**config.mk**
```make
export PLATFORM = sky130hd
export DESIGN_NAME = sha256_message_hasher
export DESIGN_NICKNAME = d
export VERILOG_FILES = /design/src/sha_pkg.sv /design/src/sha_datapath.sv /design/src/sha_controller.sv /design/src/sha256_message_hasher.sv
export SDC_FILE = /design/constraint.sdc
export NUM_CORES = 2
export LEC_CHECK = 0
export ABC_AREA = 1
export ABC_CLOCK_PERIOD_IN_PS = 12800
export BUFFER_PORTS_ARGS = -buffer_cell sky130_fd_sc_hd__buf_2
export CAP_MARGIN = 20
export CORE_MARGIN = 2
export CORE_UTILIZATION = 40
export DETAILED_ROUTE_END_ITERATION = 12
export GPL_TIMING_DRIVEN = 0
export HOLD_SLACK_MARGIN = 0.08
export PLACE_DENSITY_LB_ADDON = 0.2
export REMOVE_ABC_BUFFERS = 1
export SLEW_MARGIN = 30
export SYNTH_ARGS = -nofsm -noshare
export SYNTH_HDL_FRONTEND = slang
export SYNTH_SLANG_ARGS = --single-unit
```
**constraint.sdc**
```tcl
create_clock -name clk -period 12.8 [get_ports clk]
set_input_delay 1.92 -clock clk [delete_from_list [all_inputs] [get_ports clk]]
set_output_delay 1.92 -clock clk [all_outputs]
set_load 0.1 [all_outputs]
```
**src/sha_pkg.sv**
```systemverilog
// Package for the SHA-256 hasher: payload types, constants, a rotate-right function.
// No dependencies.
`timescale 1ns / 1ps
package sha_pkg;

  typedef struct packed {
    logic [7:0] msg_byte;
    logic       has_byte;
    logic       end_of_message;
  } in_item_t;

  typedef struct packed {
    logic [31:0] digest_word;
    logic [2:0]  word_index;
    logic        last_word;
  } out_item_t;

  // Commands from controller to datapath.
  typedef struct packed {
    logic       push;       // write push_data into the block buffer
    logic [7:0] push_data;
    logic       start;      // load working variables from hash words
    logic       round;      // run one compression round
    logic       finish;     // add working variables into hash words
    logic       add_total;  // count one message byte
    logic       reinit;     // return to initial vector, clear counters
    logic       shift_out;  // rotate hash words for digest output
  } dp_cmd_t;

  typedef struct packed {
    logic [5:0]  bytes_in_block;
    logic [6:0]  round_index;
    logic [63:0] bit_length;
  } dp_status_t;

  localparam logic [7:0] PadByte = 8'h80;
  localparam logic [5:0] LenStart = 6'd56;
  localparam int Rounds = 64;

  localparam logic [31:0] IV [8] = '{
    32'h6a09e667, 32'hbb67ae85, 32'h3c6ef372, 32'ha54ff53a,
    32'h510e527f, 32'h9b05688c, 32'h1f83d9ab, 32'h5be0cd19
  };

  localparam logic [31:0] RoundK [64] = '{
    32'h428a2f98, 32'h71374491, 32'hb5c0fbcf, 32'he9b5dba5,
    32'h3956c25b, 32'h59f111f1, 32'h923f82a4, 32'hab1c5ed5,
    32'hd807aa98, 32'h12835b01, 32'h243185be, 32'h550c7dc3,
    32'h72be5d74, 32'h80deb1fe, 32'h9bdc06a7, 32'hc19bf174,
    32'he49b69c1, 32'hefbe4786, 32'h0fc19dc6, 32'h240ca1cc,
    32'h2de92c6f, 32'h4a7484aa, 32'h5cb0a9dc, 32'h76f988da,
    32'h983e5152, 32'ha831c66d, 32'hb00327c8, 32'hbf597fc7,
    32'hc6e00bf3, 32'hd5a79147, 32'h06ca6351, 32'h14292967,
    32'h27b70a85, 32'h2e1b2138, 32'h4d2c6dfc, 32'h53380d13,
    32'h650a7354, 32'h766a0abb, 32'h81c2c92e, 32'h92722c85,
    32'ha2bfe8a1, 32'ha81a664b, 32'hc24b8b70, 32'hc76c51a3,
    32'hd192e819, 32'hd6990624, 32'hf40e3585, 32'h106aa070,
    32'h19a4c116, 32'h1e376c08, 32'h2748774c, 32'h34b0bcb5,
    32'h391c0cb3, 32'h4ed8aa4a, 32'h5b9cca4f, 32'h682e6ff3,
    32'h748f82ee, 32'h78a5636f, 32'h84c87814, 32'h8cc70208,
    32'h90befffa, 32'ha4506ceb, 32'hbef9a3f7, 32'hc67178f2
  };

  function automatic logic [31:0] rotr(input logic [31:0] x, input int n);
    rotr = (x >> n) | (x << (32 - n));
  endfunction

endpackage

```
**src/sha_datapath.sv**
```systemverilog
// SHA-256 datapath: block buffer, schedule, working variables, hash words, counters.
// Depends on sha_pkg.
`timescale 1ns / 1ps
module sha_datapath
  import sha_pkg::*;
(
  input  logic        clk,
  input  logic        rst,
  input  dp_cmd_t     cmd,
  output dp_status_t  status,
  output logic [31:0] head_word
);

  logic [31:0] hash_words [8];
  logic [31:0] vars [8];
  logic [31:0] window [16];
  logic [5:0]  bytes_in_block;
  logic [60:0] total;
  logic [6:0]  round_index;

  logic [3:0]  r4;
  logic [31:0] x15, x2, x7, x16, g0, g1, w, s1, ch, t1, s0, mj, t2;
  logic [3:0]  widx;
  logic [4:0]  bsh;

  assign r4   = round_index[3:0];
  assign x16  = window[r4];
  assign x15  = window[r4 + 4'd1];
  assign x7   = window[r4 + 4'd9];
  assign x2   = window[r4 + 4'd14];
  assign g0   = rotr(x15, 7) ^ rotr(x15, 18) ^ (x15 >> 3);
  assign g1   = rotr(x2, 17) ^ rotr(x2, 19) ^ (x2 >> 10);
  assign w    = round_index[6:4] == 3'd0 ? x16 : x16 + g0 + x7 + g1;
  assign s1   = rotr(vars[4], 6) ^ rotr(vars[4], 11) ^ rotr(vars[4], 25);
  assign ch   = (vars[4] & vars[5]) ^ (~vars[4] & vars[6]);
  assign t1   = vars[7] + s1 + ch + RoundK[round_index[5:0]] + w;
  assign s0   = rotr(vars[0], 2) ^ rotr(vars[0], 13) ^ rotr(vars[0], 22);
  assign mj   = (vars[0] & vars[1]) ^ (vars[0] & vars[2]) ^ (vars[1] & vars[2]);
  assign t2   = s0 + mj;
  assign widx = bytes_in_block[5:2];
  assign bsh  = {~bytes_in_block[1:0], 3'b000};

  always_ff @(posedge clk) begin
    if (cmd.push) begin
      if (bytes_in_block[1:0] == 2'd0) begin
        window[widx] <= {cmd.push_data, 24'd0};
      end else begin
        window[widx] <= window[widx] | ({24'd0, cmd.push_data} << bsh);
      end
    end else if (cmd.round) begin
      window[r4] <= w;
    end
    if (cmd.start) begin
      for (int i = 0; i < 8; i++) vars[i] <= hash_words[i];
    end else if (cmd.round) begin
      vars[7] <= vars[6];
      vars[6] <= vars[5];
      vars[5] <= vars[4];
      vars[4] <= vars[3] + t1;
      vars[3] <= vars[2];
      vars[2] <= vars[1];
      vars[1] <= vars[0];
      vars[0] <= t1 + t2;
    end
  end

  always_ff @(posedge clk) begin
    if (rst || cmd.reinit) begin
      for (int i = 0; i < 8; i++) hash_words[i] <= IV[i];
      bytes_in_block <= '0;
      total          <= '0;
      round_index    <= '0;
    end else begin
      if (cmd.finish) begin
        for (int i = 0; i < 8; i++) hash_words[i] <= hash_words[i] + vars[i];
      end else if (cmd.shift_out) begin
        for (int i = 0; i < 7; i++) hash_words[i] <= hash_words[i + 1];
        hash_words[7] <= hash_words[0];
      end
      if (cmd.push) bytes_in_block <= bytes_in_block + 6'd1;
      if (cmd.add_total) total <= total + 61'd1;
      if (cmd.start) begin
        round_index <= '0;
      end else if (cmd.round) begin
        round_index <= round_index + 7'd1;
      end
    end
  end

  assign status.bytes_in_block = bytes_in_block;
  assign status.round_index    = round_index;
  assign status.bit_length     = {total, 3'b000};
  assign head_word             = hash_words[0];

endmodule

```
**src/sha_controller.sv**
```systemverilog
// SHA-256 controller: input handshake, padding sequence, compression and digest output.
// Depends on sha_pkg.
`timescale 1ns / 1ps
module sha_controller
  import sha_pkg::*;
(
  input  logic       clk,
  input  logic       rst,
  input  logic       in_valid,
  output logic       in_stall,
  input  in_item_t   in_data,
  input  logic       out_stall,
  output logic       out_valid,
  output logic [2:0] out_index,
  output dp_cmd_t    cmd,
  input  dp_status_t status
);

  localparam logic [2:0] SIdle  = 3'd0;
  localparam logic [2:0] SPad   = 3'd1;
  localparam logic [2:0] SLen   = 3'd2;
  localparam logic [2:0] SStart = 3'd3;
  localparam logic [2:0] SRound = 3'd4;
  localparam logic [2:0] SFin   = 3'd5;
  localparam logic [2:0] SOut   = 3'd6;

  logic [2:0] state, state_next, ret, ret_next;
  logic       pend_end, pend_end_next;
  logic [2:0] len_cnt, len_cnt_next, oidx, oidx_next;
  logic       accept;
  logic [5:0] len_shift;

  assign in_stall  = state != SIdle;
  assign accept    = in_valid && !in_stall;
  assign out_valid = state == SOut;
  assign out_index = oidx;
  assign len_shift = {~len_cnt, 3'b000};

  always_comb begin
    cmd           = '0;
    state_next    = state;
    ret_next      = ret;
    pend_end_next = pend_end;
    len_cnt_next  = len_cnt;
    oidx_next     = oidx;
    case (state)
      SIdle: begin
        if (accept) begin
          cmd.push      = in_data.has_byte;
          cmd.push_data = in_data.msg_byte;
          cmd.add_total = in_data.has_byte;
          pend_end_next = in_data.end_of_message;
          if (in_data.has_byte && status.bytes_in_block == 6'd63) begin
            ret_next   = in_data.end_of_message ? SPad : SIdle;
            state_next = SStart;
          end else if (in_data.end_of_message) begin
            state_next = SPad;
          end
        end
      end
      SPad: begin
        // First pad byte is 0x80, then zeros until the length field.
        cmd.push      = 1'b1;
        cmd.push_data = pend_end ? PadByte : 8'd0;
        pend_end_next = 1'b0;
        len_cnt_next  = '0;
        if (status.bytes_in_block == 6'd63) begin
          ret_next   = SPad;
          state_next = SStart;
        end else if (status.bytes_in_block + 6'd1 == LenStart) begin
          state_next = SLen;
        end
      end
      SLen: begin
        cmd.push      = 1'b1;
        cmd.push_data = 8'(status.bit_length >> len_shift);
        len_cnt_next  = len_cnt + 3'd1;
        if (len_cnt == 3'd7) begin
          ret_next   = SOut;
          state_next = SStart;
        end
      end
      SStart: begin
        cmd.start  = 1'b1;
        state_next = SRound;
      end
      SRound: begin
        cmd.round = 1'b1;
        if (status.round_index == 7'(Rounds - 1)) state_next = SFin;
      end
      SFin: begin
        cmd.finish = 1'b1;
        oidx_next  = '0;
        state_next = ret;
      end
      SOut: begin
        if (!out_stall) begin
          cmd.shift_out = 1'b1;
          oidx_next     = oidx + 3'd1;
          if (oidx == 3'd7) begin
            cmd.shift_out = 1'b0;
            cmd.reinit    = 1'b1;
            state_next    = SIdle;
          end
        end
      end
      default: state_next = SIdle;
    endcase
  end

  always_ff @(posedge clk) begin
    if (rst) begin
      state    <= SIdle;
      ret      <= SIdle;
      pend_end <= 1'b0;
      len_cnt  <= '0;
      oidx     <= '0;
    end else begin
      state    <= state_next;
      ret      <= ret_next;
      pend_end <= pend_end_next;
      len_cnt  <= len_cnt_next;
      oidx     <= oidx_next;
    end
  end

endmodule

```
**src/sha256_message_hasher.sv**
```systemverilog
// Channel | direction | payload
// in      | input     | in_item_t: msg_byte, has_byte, end_of_message
// out     | output    | out_item_t: digest_word, word_index, last_word
// Bytes are accepted one per cycle while idle; the 64th byte of a block stalls input for
// the one-round-per-cycle compression. A message end adds padding bytes at one per
// cycle, one or two compressions, then eight digest beats.
// Synchronous reset restores the initial vector; input stalls while busy.
// Depends on sha_pkg, sha_controller, sha_datapath.
`timescale 1ns / 1ps
module sha256_message_hasher
  import sha_pkg::*;
(
  input  logic      clk,
  input  logic      rst,
  input  logic      in_valid,
  output logic      in_stall,
  input  in_item_t  in_data,
  output logic      out_valid,
  input  logic      out_stall,
  output out_item_t out_data
);

  dp_cmd_t     cmd;
  dp_status_t  status;
  logic [31:0] head_word;
  logic [2:0]  idx;

  sha_controller u_ctrl (
    .clk, .rst, .in_valid, .in_stall, .in_data, .out_stall, .out_valid,
    .out_index(idx), .cmd, .status
  );

  sha_datapath u_dp (.clk, .rst, .cmd, .status, .head_word);

  assign out_data.digest_word = head_word;
  assign out_data.word_index  = idx;
  assign out_data.last_word   = idx == 3'd7;

endmodule

```
== Word-level counts from Yosys, hierarchy flattened ==
Memories as Yosys holds them, arrays and structs flattened. A register that Yosys moved wholly into a read port is not among the register bits.
Cells that the tools add are included.
W data, S select, Z words.

* Logic and storage cells: 224
* Memories kept: 4
* Register bits after elaboration: 87
* Memory bits (read-only): 2,048
* Memory bits (writable): 1,024
* Output and inout port bits: 38
* Input bits: 14

* Shifts and indexed selects: 2
* Equality and inequality tests: 20
* Muxes and demuxes: 89
* Bitwise logic cells: 56
* Order comparisons: 1
* Reduce and logical (&&, ||, !) cells: 18
* $add $sub $neg: 26

{| class="wikitable"
|+ Memory list
! name !! words !! width !! read ports !! clocked after Yosys merged registers in !! write ports !! line !! source
|-
| (no name shown) || 64 || 32 || 1 || 0 || 0 || sha_datapath.sv:36 || <nowiki>assign t1 = vars[7] + s1 + ch + RoundK[round_index[5:0]] + w;</nowiki>
|-
| u_dp.window || 16 || 32 || 5 || 2 || 1 || sha_datapath.sv:16 || <nowiki>logic [31:0] window [16];</nowiki>
|-
| u_dp.hash_words || 8 || 32 || 8 || 0 || 8 || sha_datapath.sv:14 || <nowiki>logic [31:0] hash_words [8];</nowiki>
|-
| u_dp.vars || 8 || 32 || 8 || 0 || 8 || sha_datapath.sv:15 || <nowiki>logic [31:0] vars [8];</nowiki>
|}

{| class="wikitable"
|+ Operators with widths
! kind !! count
|-
| $mux W32 || 29
|-
| $add A32 B32 Y32 || 18
|-
| $xor A32 B32 Y32 || 9
|-
| $and A32 B32 Y32 || 5
|-
| $shr A64 B6 Y8 || 1
|-
| $add A61 B1 Y61 const B || 1
|-
| $mux W3 || 14
|-
| $not A32 Y32 || 1
|-
| $or A10 B32 Y32 || 1
|-
| $or A13 B32 Y32 || 1
|-
| $or A14 B32 Y32 || 1
|-
| $or A15 B32 Y32 || 1
|-
| $or A19 B32 Y32 || 1
|-
| $or A21 B32 Y32 || 1
|-
| $or A25 B32 Y32 || 1
|-
| $or A26 B32 Y32 || 1
|-
| $or A30 B32 Y32 || 1
|-
| $or A32 B32 Y32 || 1
|-
| $or A7 B32 Y32 || 1
|-
| $reduce_or A32 Y1 || 1
|-
| $shl A8 B5 Y32 || 1
|-
| $xor A32 B22 Y32 || 1
|-
| $xor A32 B29 Y32 || 1
|-
| $mux W1 || 30
|-
| 39 further kinds || 89
|}

== Longest topological paths before layout ==
An unclocked memory read counts as a cell.

* Word-level depth: 12
* Gate-level depth with buffers: 64
* Gate-level depth less buffers: 57

== Hierarchy ==
From an unflattened synthesis, not the netlist that was laid out.

* Cell total of the unflattened synthesis: 11,607
* Area total of the unflattened synthesis: 89,920.0 sq um

{| class="wikitable"
|+ By module, submodules not included
! module !! cells an instance !! instances !! area each (sq um) !! sequential area each (sq um)
|-
| sha_datapath || 11,346 || 1 || 88,466.1 || 32,391.1
|-
| sha_controller || 258 || 1 || 1,440.1 || 240.2
|-
| sha256_message_hasher || 3 || 1 || 13.8 || 0.0
|}

== Least setup slack after synthesis ==
No wires, ideal clock.

* Kind: register to register
* Start point: register u_dp.round_index[0]
* End point: memory u_dp.vars[0][31] (data pin)
* Period minus slack after synthesis: 10,496 ps
* Stages on the path, launching flop included: 57
* Data required time: 12,546 ps
* Arrival: 10,242 ps
* Buffers on the path: 8
* Library setup time: 254 ps
* Slack: 2,304 ps
* Cell sequence: dfxtp_1 > buf_4 > inv_4 > buf_4 > buf_2 > buf_2 > buf_2 > ha_1 > inv_2 > buf_2 > buf_2 > clkbuf_1 > a21oi_1 > o21ai_0 > a31oi_1 > nand2_1 > o21ai_0 > xnor2_1 > (+21 left out) > o21ai_1 > a21oi_1 > o21ai_1 > nand3_1 > nand2_1 > xor2_1 > fa_1 > ha_1 > a21oi_1 > inv_1 > a21oi_1 > o21ai_0 > a221oi_1 > nand2_1 > xor2_1 > nand3b_1 > nand3_1 > nand2_1

{| class="wikitable"
|+ RTL lines
! what !! line !! source
|-
| from (decl) || sha_datapath.sv:19 || <nowiki>logic [6:0] round_index;</nowiki>
|-
| from (signal assigned) || sha_datapath.sv:85 || <nowiki>round_index <= round_index + 7'd1;</nowiki>
|-
| to (decl) || sha_datapath.sv:15 ||
|}

==> key figures <==
Setup path
  – R2R Setup Slk: 170 ps
  – Setup Crit Path Kind: reg2reg
  – Worst Reg-to-Reg Cells: 57
  – R2r startpoint: u_dp.round_index[0]
  – Crit Path Max Fanout: 41
  – Crit. End Element: register
  – Reg-to-Reg End: u_dp.vars[0][31]
  – Largest stage delay on the critical path: 530 ps
  – Crit path launch type: register
  – Req. time, crit path: 13,350 ps
  – Worst path slowest cell: fa_1
  – CP arrival: 13,180 ps

Synth
  – Seq/Total Area, Yosys: 36.3%
  – XOR/XNOR Fraction of Synth Area: 4.61%
  – Simple-gate share of the synthesized area: 16.8%
  – Most used flip-flop cell after synthesis: edfxtp_1
  – Syn avg cell area: 7.69 um2
  – Post-Syn Area: 89,900 um2
  – Post-synth cell types: 69
  – YS warnings: 0
  – Syn Inst Count: 11,700
  – Synth Area in Compound Gates: 23.1%
  – Post-synthesis mux area share: 0.0223%
  – Number of synthesized register bits: 1,118
  – Post-synthesis adder-cell area fraction: 10.1%
  – EDFF count, synth: 1,024
  – Ys async rst share: 0%
  – Main combinational cell family by area after synthesis: compound AO/OA/AOI/OAI gates

Drt
  – DR iter-0 viols: 12,500
  – DRC: 0
  – Vias: 89,700
  – First-pass DRT Iterations: 10
  – DR vias/cell: 6.14
  – Total Wirelength: 409,000 um
  – Antenna viol nets, final: 0
  – Routed len/inst: 28.0 um

STA
  – Actual slew at the worst max-slew pin: 1080 ps
  – Clk_skew: 39.5 ps
  – Final setup viols: 0
  – Tcrit/Tclk final: 98.7%
  – Min cycle time layout: 12,630 ps
  – Slew Viols, Final: 0
  – Fin. Hold Viols: 0
  – Max-slew headroom: 27.4%
  – F_max: 79.2 MHz
  – Final worst-path setup slack: 171 ps

CTS
  – Post-CTS Hold Buffers: 0
  – CTS Sinks: 1,118
  – CTS tree: done
  – Clock latency on the worst-skew pair: 830 ps
  – Clock tree buffer depth: 3
  – Root Driver: clkbuf_16
  – CTS H-Tree Depth: 4
  – Num CTS Buffers: 142
  – Clock transition at path regs: 60 ps

Finish
  – Sequential cell area: 32,700 um2
  – Nets: 12,100
  – Multi-input logic area: 50,500 um2
  – Most frequent cells in the layout: 2,146 x nand2_1, 1,425 x o21ai_0, 1,380 x inv_1, 1,358 x a21oi_1, 1,024 x edfxtp_1
  – Most common cell after layout, fill and taps aside: nand2_1
  – Synth-to-layout area growth: 14.2%
  – Fraction of layout cells with a size suffix above 1: 7.36%
  – Fill cells: 21,900

Global routing
  – Initial antenna violation count: 13
  – Vias in the first global route: 84,900
  – First-pass GRT wire length: 578,000 um
  – Pin count of the biggest net entering global routing: 159
  – Gr usage total: 34.1%
  – GRT overflow: 0

Floorplan
  – Die H: 478 um
  – CORE AREA: 224,000 um2
  – Num rows: 174
  – Die Footprint: 229,000 um2
  – Die width: 478 um
  – Starting Density: 40.1%
  – Io pins: 52

Min path
  – Hold Path Origin: u_dp.total[19]
  – Min-delay worst type: reg2reg
  – WHS Path Cells: 1
  – Hold Path Sink: u_dp.total[19]

Placement
  – Post-place setup slack: -3140 ps
  – Gpl congestion: 1.03
  – I/O Buffers: 51
  – HPWL after detailed placement: 293,000 um

Outcome
  – Status: finished, final reports clean

Run
  – Number of max-cap violations: 0
cell families (layout without fill, tap and decap cells):
kind of cell / Yosys count / in the layout
AOI/OAI and AO/OA: 3738 / 3738
xor gates and xnor gates: 472 / 472
adders and majority gates: 611 / 611
buffers and inverters: 2095 / 1992
DFF: 1118 / 1118
muxes: 2 / 2
other: 0 / 13
and+or+nand+nor: 3656 / 3656
critical path, delay by kind of cell (launching register included):
family / cells / cell delay, ps
adders and majority gates: 11 / 4430
DFF: 1 / 380
and+or+nand+nor: 19 / 2490
AOI/OAI and AO/OA: 7 / 1610
buffers and inverters: 15 / 2120
xor gates and xnor gates: 5 / 1100
flip-flops by register name, indices dropped and copies added (netlist names), named ones only:
name and cells:
u_dp.vars 256, u_ctrl.out_index 3, u_dp.total 61, u_ctrl.state 3
u_ctrl.pend_end 1, u_ctrl.len_cnt 3, u_dp.window 512, u_ctrl.ret 2
u_dp.round_index 7, u_dp.bytes_in_block 6, u_dp.hash_words 256
timing repair:
item                       4_1_cts  5_1_grt
cloned                          10       10
setup endpoints to repair       43       25
pin swaps                       16       23
gates resized for setup        126       74
setup buffers                   22       31
stage by stage:
stage                TNS, ps  hold WS [ps]  utilization, %  area, um2  instances
floorplan           -7528240           420               -      87100      11000
global placement           -           439            40.7      91100      14100
detailed placement    -60660           437            42.9      96100      14300
CTS                        0           449            45.5     102000      14500
global route           -93.4           480            45.8     103000      14600
finish                     0           450            45.8     103000      14600
worst max-delay path by stage:
stage	from	to	slack, ps	cells past startpoint
finish	u_dp.round_index[0]	u_dp.vars[0][31]	170	57
global route	u_dp.round_index[0]	u_dp.vars[0][31]	-50	53
CTS	u_dp.round_index[0]	u_dp.vars[0][31]	5	56
detailed placement	u_dp.round_index[0]	u_dp.vars[0][31]	-3140	58
global placement	u_dp.round_index[0]	u_dp.vars[0][31]	-31220	50
floorplan	u_ctrl.state[0]	u_dp.vars[0][0]	-8450	5
cells in the mapped netlist, types with 19 or more instances:
library cell | count | area (um2)
o2111ai_1 | 29 | 254
o22ai_1 | 187 | 1170
fa_1 | 195 | 3900
clkbuf_1 | 469 | 1760
o221ai_1 | 67 | 587
ha_1 | 408 | 5100
a221oi_1 | 43 | 377
or2_2 | 42 | 263
o21bai_1 | 26 | 195
o311ai_0 | 40 | 350
nand3b_1 | 19 | 143
buf_2 | 80 | 400
nor4_1 | 27 | 169
nand4_1 | 38 | 238
dfxtp_1 | 94 | 1880
xnor2_1 | 196 | 1720
buf_1 | 88 | 330
a21boi_0 | 29 | 218
nand2_1 | 2169 | 8140
xor2_1 | 275 | 2410
o21a_1 | 26 | 195
inv_1 | 1395 | 5240
nor3_1 | 120 | 601
a21oi_1 | 1373 | 6870
o21ai_1 | 21 | 105
o211ai_1 | 170 | 1280
o21ai_0 | 1493 | 7470
edfxtp_1 | 1024 | 30700
a21o_1 | 25 | 188
nor2_1 | 658 | 2470
a31oi_1 | 101 | 632
nand3_1 | 538 | 2690
buf_4 | 39 | 293
o31ai_1 | 24 | 180
area by class of cell:
cell class / instances / area share (%)
sequential: 1118 / 31.8
timing repair buffer: 315 / 5.44
tap: 2992 / 3.65
timing repair inverter: 3 / 0.0280
clock inverter: 77 / 0.730
inverter: 1419 / 5.36
clock buffer: 178 / 3.75
multi-input combinational: 8479 / 49.2
antenna: 13 / 0.0317
layer usage:
| metal | GRT usage, % | share of wire [%] |
|---|---|---|
| met5 | 0 | 0.034 |
| met3 | 6.95 | 10 |
| met1 | 41.6 | 37 |
| met4 | 23.3 | 8.4 |
| met2 | 54.2 | 44 |
Power is not shown: default switching activity piles up to over one toggle a cycle in this logic, so the estimate is an artifact.
